## src/rtl/core/lpd_pkg.sv

```systemverilog
// ----------------------------------------------------------------------------
// lpd_pkg
// Shared types and constants for the length-prefix deframer.
// ----------------------------------------------------------------------------
package lpd_pkg;

    localparam int DEFAULT_MAX_FRAME_BYTES = 2048;
    localparam int LEN_W                   = 32;
    localparam int FLEN_W                  = 11;

    typedef enum logic [1:0] {
        ST_HEADER  = 2'd0,
        ST_PAYLOAD = 2'd1,
        ST_BADLEN  = 2'd2,
        ST_REJECT  = 2'd3
    } lpd_status_t;

    typedef struct packed {
        lpd_status_t       status;
        logic [7:0]        payload_byte;
        logic              last;
        logic [FLEN_W-1:0] frame_length;
    } lpd_result_t;

endpackage

```

## src/rtl/core/lpd_decoder.sv

```systemverilog
// ----------------------------------------------------------------------------
// lpd_decoder
// Header/payload state and the per-word result logic.
// ----------------------------------------------------------------------------
module lpd_decoder #(
    parameter int MAX_FRAME_BYTES = lpd_pkg::DEFAULT_MAX_FRAME_BYTES
) (
    input  logic                aclk,
    input  logic                aresetn,
    input  logic                accept,
    input  logic                kind,
    input  logic [7:0]          data_byte,
    output lpd_pkg::lpd_result_t result
);

    localparam int REM_W = $clog2(MAX_FRAME_BYTES);
    localparam logic [lpd_pkg::LEN_W-1:0] LEN_LIMIT =
        lpd_pkg::LEN_W'(MAX_FRAME_BYTES - 4);
    localparam logic [REM_W-1:0] REM_ONE = REM_W'(1);

    logic [1:0]                header_count_reg, header_count_next;
    logic [lpd_pkg::LEN_W-1:0] length_shift_reg, length_shift_next;
    logic [REM_W-1:0]          payload_remaining_reg, payload_remaining_next;
    logic                      error_flag_reg, error_flag_next;

    always_ff @(posedge aclk) begin
        if (!aresetn) begin
            header_count_reg      <= '0;
            length_shift_reg      <= '0;
            payload_remaining_reg <= '0;
            error_flag_reg        <= 1'b0;
        end else if (accept) begin
            header_count_reg      <= header_count_next;
            length_shift_reg      <= length_shift_next;
            payload_remaining_reg <= payload_remaining_next;
            error_flag_reg        <= error_flag_next;
        end
    end

    always_comb begin
        header_count_next      = header_count_reg;
        length_shift_next      = length_shift_reg;
        payload_remaining_next = payload_remaining_reg;
        error_flag_next        = error_flag_reg;
        result.status          = lpd_pkg::ST_HEADER;
        result.payload_byte    = '0;
        result.last            = 1'b0;
        result.frame_length    = '0;

        if (kind) begin
            header_count_next      = '0;
            length_shift_next      = '0;
            payload_remaining_next = '0;
            error_flag_next        = 1'b0;
        end else if (error_flag_reg) begin
            result.status = lpd_pkg::ST_REJECT;
        end else if (payload_remaining_reg != '0) begin
            result.status          = lpd_pkg::ST_PAYLOAD;
            result.payload_byte    = data_byte;
            payload_remaining_next = payload_remaining_reg - REM_ONE;
            if (payload_remaining_reg == REM_ONE) begin
                result.last         = 1'b1;
                result.frame_length = length_shift_reg[lpd_pkg::FLEN_W-1:0];
                header_count_next   = '0;
                length_shift_next   = '0;
            end
        end else begin
            length_shift_next = {length_shift_reg[lpd_pkg::LEN_W-9:0], data_byte};
            if (header_count_reg == 2'd3) begin
                // fourth header byte: length complete
                header_count_next = '0;
                if (length_shift_next == '0 || length_shift_next > LEN_LIMIT) begin
                    result.status   = lpd_pkg::ST_BADLEN;
                    error_flag_next = 1'b1;
                end else begin
                    payload_remaining_next = length_shift_next[REM_W-1:0];
                end
            end else begin
                header_count_next = header_count_reg + 2'd1;
            end
        end
    end

endmodule

```

## src/rtl/core/lpd_out_reg.sv

```systemverilog
// ----------------------------------------------------------------------------
// lpd_out_reg
// Result register with valid/ready handshake toward the sink.
// ----------------------------------------------------------------------------
module lpd_out_reg (
    input  logic                      aclk,
    input  logic                      aresetn,
    input  logic                      load,
    input  lpd_pkg::lpd_result_t      result,
    output logic                      can_load,
    output logic                      m_valid,
    input  logic                      m_ready,
    output logic [1:0]                m_status,
    output logic [7:0]                m_payload_byte,
    output logic                      m_last,
    output logic [lpd_pkg::FLEN_W-1:0] m_frame_length
);

    logic                 valid_reg;
    lpd_pkg::lpd_result_t result_reg;

    // slot frees up in the same cycle the sink takes the word
    assign can_load = !valid_reg || m_ready;

    always_ff @(posedge aclk) begin
        if (!aresetn) begin
            valid_reg <= 1'b0;
        end else if (load) begin
            valid_reg <= 1'b1;
        end else if (m_ready) begin
            valid_reg <= 1'b0;
        end
    end

    always_ff @(posedge aclk) begin
        if (load) begin
            result_reg <= result;
        end
    end

    assign m_valid        = valid_reg;
    assign m_status       = result_reg.status;
    assign m_payload_byte = result_reg.payload_byte;
    assign m_last         = result_reg.last;
    assign m_frame_length = result_reg.frame_length;

endmodule

```

## src/rtl/core/length_prefix_deframer_top.sv

```systemverilog
// Result: registered; the result word is valid in the cycle after its input word is accepted.
// Throughput: 1 word per cycle while the sink is ready; set by the single result register, which
//   reloads in the same cycle the sink takes its word.
// Reset: aresetn is synchronous, active low; clears the header count, length,
//   payload count, error flag and the result valid. No clearing pass.
// ----------------------------------------------------------------------------
// length_prefix_deframer_top
// Deframes a byte stream carrying 32-bit big-endian length prefixes.
// ----------------------------------------------------------------------------
module length_prefix_deframer_top #(
    parameter int MAX_FRAME_BYTES = lpd_pkg::DEFAULT_MAX_FRAME_BYTES
) (
    input  logic                       aclk,
    input  logic                       aresetn,
    // input word channel
    input  logic                       s_valid,
    output logic                       s_ready,
    input  logic                       s_kind,
    input  logic [7:0]                 s_data_byte,
    // result word channel
    output logic                       m_valid,
    input  logic                       m_ready,
    output logic [1:0]                 m_status,
    output logic [7:0]                 m_payload_byte,
    output logic                       m_last,
    output logic [lpd_pkg::FLEN_W-1:0] m_frame_length
);

    logic                 accept;
    logic                 can_load;
    lpd_pkg::lpd_result_t result;

    // Every input word yields exactly one result word, so a word is taken
    // whenever the result register has room (empty, or draining this cycle).
    assign s_ready = can_load;
    assign accept  = s_valid && can_load;

    // Decoder: header assembly, length check, payload countdown, sticky error.
    // State advances only on an accepted word.
    lpd_decoder #(
        .MAX_FRAME_BYTES(MAX_FRAME_BYTES)
    ) u_decoder (
        .aclk      (aclk),
        .aresetn   (aresetn),
        .accept    (accept),
        .kind      (s_kind),
        .data_byte (s_data_byte),
        .result    (result)
    );

    // Result register: holds the word until the sink takes it.
    lpd_out_reg u_out_reg (
        .aclk           (aclk),
        .aresetn        (aresetn),
        .load           (accept),
        .result         (result),
        .can_load       (can_load),
        .m_valid        (m_valid),
        .m_ready        (m_ready),
        .m_status       (m_status),
        .m_payload_byte (m_payload_byte),
        .m_last         (m_last),
        .m_frame_length (m_frame_length)
    );

endmodule
```

## config.mk

```make
export PLATFORM = sky130hd
export DESIGN_NAME = length_prefix_deframer_top
export DESIGN_NICKNAME = d
export VERILOG_FILES = /design/src/rtl/core/lpd_pkg.sv /design/src/rtl/core/lpd_decoder.sv /design/src/rtl/core/lpd_out_reg.sv /design/src/rtl/core/length_prefix_deframer_top.sv
export SDC_FILE = /design/constraint.sdc
export NUM_CORES = 1
export LEC_CHECK = 0
export BUFFER_PORTS_ARGS = -buffer_cell sky130_fd_sc_hd__buf_4
export CAP_MARGIN = 10
export CORE_ASPECT_RATIO = 0.5
export CORE_MARGIN = 4
export CORE_UTILIZATION = 50
export DETAILED_ROUTE_END_ITERATION = 7
export HOLD_SLACK_MARGIN = 0.05
export PLACE_DENSITY = 0.8
export SLEW_MARGIN = 0
export SYNTH_ARGS = -nofsm -noshare
export SYNTH_HDL_FRONTEND = slang
export SYNTH_SLANG_ARGS = --single-unit
```

## constraint.sdc

```tcl
create_clock -name aclk -period 3.2 [get_ports aclk]
set_input_delay 0 -clock aclk [delete_from_list [all_inputs] [get_ports aclk]]
set_output_delay 0 -clock aclk [all_outputs]
set_load 0.03 [all_outputs]
```

==> impl_metrics.xml <==
<?xml version="1.0" encoding="UTF-8"?>
<metrics>
  <group name="yosys">
    <metric name="post_synth_num_cell_types" unit="">45</metric>
    <metric name="yosysWarnings" unit="">0</metric>
    <metric name="postSynthNetCount" unit="">303</metric>
    <metric name="synth-edff-count" unit="">22</metric>
    <metric name="avgSynthCellArea" unit="um^2">9.600</metric>
    <metric name="yosys-top-cells-area" unit="">sky130_fd_sc_hd__dfxtp_1 28%, sky130_fd_sc_hd__edfxtp_1 24%, sky130_fd_sc_hd__nand3_1 6.4%</metric>
    <metric name="post_synth_most_frequent_cells" unit="">39 x sky130_fd_sc_hd__dfxtp_1, 35 x sky130_fd_sc_hd__nand3_1, 33 x sky130_fd_sc_hd__nand2_1, 29 x sky130_fd_sc_hd__o21ai_0, 22 x sky130_fd_sc_hd__edfxtp_1</metric>
    <metric name="synth_sequential_area_ratio" unit="%">52.32</metric>
    <metric name="netlist_instances" unit="">287</metric>
    <metric name="synth.top_cell.area_share" unit="%">28.34</metric>
    <metric name="synth_area_leader_cell" unit="">sky130_fd_sc_hd__dfxtp_1</metric>
    <metric name="netlist_area" unit="um^2">2755</metric>
    <metric name="post-synth-top-count-cell" unit="">sky130_fd_sc_hd__dfxtp_1</metric>
    <metric name="ys_ff_latch" unit="">61</metric>
    <metric name="postSynth.asyncResetShare" unit="%">0</metric>
    <metric name="top_ff_cell_synth" unit="">sky130_fd_sc_hd__dfxtp_1</metric>
  </group>
  <group name="sta">
    <metric name="final_min_period_over_clock_period" unit="%">75.83</metric>
    <metric name="worst_slew_pin_tran" unit="ns">0.6704</metric>
    <metric name="final_hold_viol_count" unit="">0</metric>
    <metric name="final_critical_period" unit="ns">2.427</metric>
    <metric name="skew" unit="ns">0.006623</metric>
    <metric name="drv_slew" unit="">0</metric>
    <metric name="unrepaired_setup_endpoints_after_global_routing" unit="">false</metric>
    <metric name="fin_tns_setup" unit="ns">0</metric>
    <metric name="setup-violations-final" unit="">0</metric>
    <metric name="timing.max_slew.rel_slack" unit="%">54.96</metric>
    <metric name="clock.fmax" unit="MHz">412.1</metric>
    <metric name="fin_hold_ws" unit="ns">0.1178</metric>
  </group>
  <group name="placed_design">
    <metric name="placed_area" unit="um^2">3043</metric>
    <metric name="post_dp_hpwl" unit="um">4148</metric>
    <metric name="buffer_ports.inserted" unit="">36</metric>
    <metric name="routabilityCongestion" unit="">0.8928</metric>
  </group>
  <group name="cts">
    <metric name="clock-root-buffer" unit="">sky130_fd_sc_hd__clkbuf_8</metric>
    <metric name="cts.repair.resized" unit="">0</metric>
    <metric name="cts-hold-fix-buffers" unit="">11</metric>
    <metric name="worst_skew_pair.late_latency" unit="ns">0.35</metric>
    <metric name="cts-root-to-sink-buffers" unit="">2</metric>
    <metric name="htree_num_levels" unit="">3</metric>
    <metric name="post-cts-setup-buffer-count" unit="">0</metric>
    <metric name="cts_made_buffers" unit="">9</metric>
    <metric name="numClockSinks" unit="">61</metric>
    <metric name="clk_transition_reported_paths" unit="ns">0.07</metric>
    <metric name="tritoncts" unit="">done</metric>
  </group>
  <group name="final_layout">
    <metric name="areaGrowthSynthToFinish" unit="%">22.43</metric>
    <metric name="final_area" unit="um^2">3373</metric>
    <metric name="largest_reg_flops" unit="">24</metric>
    <metric name="nFillCells" unit="">369</metric>
    <metric name="nets" unit="">345</metric>
    <metric name="antenna-diode-count" unit="">0</metric>
    <metric name="layout.core_utilization" unit="%">65.98</metric>
    <metric name="post_route_cells_drive_above_1_share" unit="%">18.86</metric>
  </group>
  <group name="die">
    <metric name="pin_count" unit="">37</metric>
    <metric name="chipWidth" unit="um">113.0</metric>
    <metric name="die_area" unit="um^2">6834</metric>
    <metric name="num_rows" unit="">18</metric>
    <metric name="starting_utilization_of_the_core_area" unit="%">53.89</metric>
    <metric name="die_y" unit="um">60.49</metric>
    <metric name="placeable_core_area" unit="um^2">5112</metric>
  </group>
  <group name="drt">
    <metric name="detail_route.vias_per_cell" unit="">5.735</metric>
    <metric name="vias" unit="">2317</metric>
    <metric name="postRouteAntennaNets" unit="">0</metric>
    <metric name="detailedRoute.firstPassIterationCount" unit="">4</metric>
    <metric name="drt_drc_violations_left" unit="">0</metric>
    <metric name="post_drt_wl_per_cell" unit="um">15.86</metric>
    <metric name="route.final.wire_length" unit="um">6409</metric>
    <metric name="drt-initial-drc-count" unit="">158</metric>
  </group>
  <group name="setup_path">
    <metric name="critPathSlowestCell" unit="">sky130_fd_sc_hd__o31ai_4</metric>
    <metric name="cp_data_required_time" unit="ns">3.42</metric>
    <metric name="path_class" unit="">reg2reg</metric>
    <metric name="timing.critical_path.fanout_max" unit="">18</metric>
    <metric name="critical-path-max-stage-delay" unit="ns">0.68</metric>
    <metric name="critical_path_source_type" unit="">flip-flop</metric>
    <metric name="worstSetupEndpointType" unit="">flip-flop</metric>
    <metric name="crit_chain" unit="">nor3_1, nand4_4, o31ai_4, nand2b_4, o21ai_0</metric>
    <metric name="worstPathArrival" unit="ns">2.65</metric>
  </group>
  <group name="global_routing">
    <metric name="gr-usage-all-layers" unit="%">19.83</metric>
    <metric name="largest_net_degree_at_the_start_of_global_routing" unit="">52</metric>
    <metric name="grt_first_pass_wirelength" unit="um">10450</metric>
    <metric name="first_global_vias" unit="">2125</metric>
    <metric name="grt_antenna_before_repair" unit="">0</metric>
    <metric name="gr-total-overflow" unit="">0</metric>
  </group>
  <group name="power">
    <metric name="power.ir.vdd_worst" unit="uV">383.7</metric>
    <metric name="standby_leakage_power" unit="uW">0.001278</metric>
    <metric name="p_per_area" unit="nW/um^2">776.6</metric>
  </group>
  <group name="outcome">
    <metric name="run_status" unit="">completed</metric>
  </group>
  <group name="job">
    <metric name="cap_viol_max_count" unit="">0</metric>
  </group>
  <group name="min_path">
    <metric name="worst_hold_path_type" unit="">in2reg</metric>
  </group>
</metrics>
## path summary, 6_finish.rpt
kind	start	end	slack, ns	depth (start not counted)
min reg2reg	u_decoder.length_shift_reg[20]	u_decoder.length_shift_reg[20]	0.46	2
max	u_decoder.payload_remaining_reg[8]	u_decoder.payload_remaining_reg[4]	0.77	5
min	aresetn	u_decoder.length_shift_reg[9]	0.12	3
max reg2reg	u_decoder.payload_remaining_reg[8]	u_decoder.payload_remaining_reg[4]	0.77	5
## cell families after synthesis
| kind of cell | share of synthesized area, % |
|---|---|
| simple gates | 26.52 |
| flops | 52.32 |
| compound gates | 13.81 |
| buf+inv | 3.905 |
| xor+xnor | 0.9539 |
| mux | 1.135 |
| fa+ha+maj | 1.363 |
## cell type report
class | instances | area (um^2) | area share [%]
well taps | 70 | 87.58 | 2.596
flip-flops and latches | 61 | 1441 | 42.73
repair buffers | 50 | 402.9 | 11.94
multi-input cells | 203 | 1206 | 35.76
clock inverters | 7 | 96.34 | 2.856
inverters | 4 | 15.01 | 0.4451
clock buffers | 9 | 123.9 | 3.672
## critical path: cells and delay by family (launching register included)
| kind | cells | cell delay [ns] |
|---|---|---|
| and+or+nand+nor | 3 | 1.18 |
| DFF | 1 | 0.35 |
| AOI/OAI and AO/OA | 2 | 0.77 |
## cell usage in the layout, fill, tap and decap left out, types with 2 or more instances in the layout
| master | instances |
|---|---|
| sky130_fd_sc_hd__buf_4 | 39 |
| sky130_fd_sc_hd__dfxtp_1 | 39 |
| sky130_fd_sc_hd__nand3_1 | 35 |
| sky130_fd_sc_hd__nand2_1 | 33 |
| sky130_fd_sc_hd__o21ai_0 | 29 |
| sky130_fd_sc_hd__edfxtp_1 | 22 |
| sky130_fd_sc_hd__and2_1 | 20 |
| sky130_fd_sc_hd__nor2_1 | 13 |
| sky130_fd_sc_hd__dlygate4sd3_1 | 11 |
| sky130_fd_sc_hd__clkbuf_8 | 9 |
| sky130_fd_sc_hd__nor4_1 | 8 |
| sky130_fd_sc_hd__nor3_1 | 7 |
| sky130_fd_sc_hd__o211ai_1 | 7 |
| sky130_fd_sc_hd__o31ai_1 | 5 |
| sky130_fd_sc_hd__inv_1 | 4 |
| sky130_fd_sc_hd__a21oi_1 | 4 |
| sky130_fd_sc_hd__nand2b_1 | 3 |
| sky130_fd_sc_hd__nand4_1 | 3 |
| sky130_fd_sc_hd__and3_1 | 3 |
| sky130_fd_sc_hd__xor2_1 | 3 |
| sky130_fd_sc_hd__ha_1 | 3 |
| sky130_fd_sc_hd__nor3b_1 | 2 |
| sky130_fd_sc_hd__o21ai_1 | 2 |
| sky130_fd_sc_hd__a21boi_0 | 2 |
| sky130_fd_sc_hd__mux2i_1 | 2 |
| sky130_fd_sc_hd__o41ai_1 | 2 |
| sky130_fd_sc_hd__bufinv_16 | 2 |
## where the power goes
group | switching (uW) | total [uW] | internal [uW]
Combinational | 563 | 897 | 334
Sequential | 71.8 | 964 | 892
Clock | 318 | 759 | 441
## routing by layer
| layer | vias to the layer above | share of wire [%] | global-route usage [%] | routed length (um) |
|---|---|---|---|---|
| li1 | 1124 | - | - | - |
| met1 | 1089 | 44 | 26.30 | 2788 |
| met2 | 90 | 47 | 30.64 | 2981 |
| met3 | 14 | 8.3 | 6.076 | 531 |
| met4 | 0 | 1.7 | 8.733 | 107 |
| met5 | - | 0 | 0 | 0 |
## stage by stage
stage                     std cells  total power [uW]  setup slack [ns]
final                           404              2620            0.7733
after global routing            404              2757            0.5790
after CTS                       404              2614            0.8002
after detailed placement        377              1838            0.7952
after global placement          377              1824            0.8968
after floorplan                 287              1665            0.5423
Power figures use the tool's default switching activity.
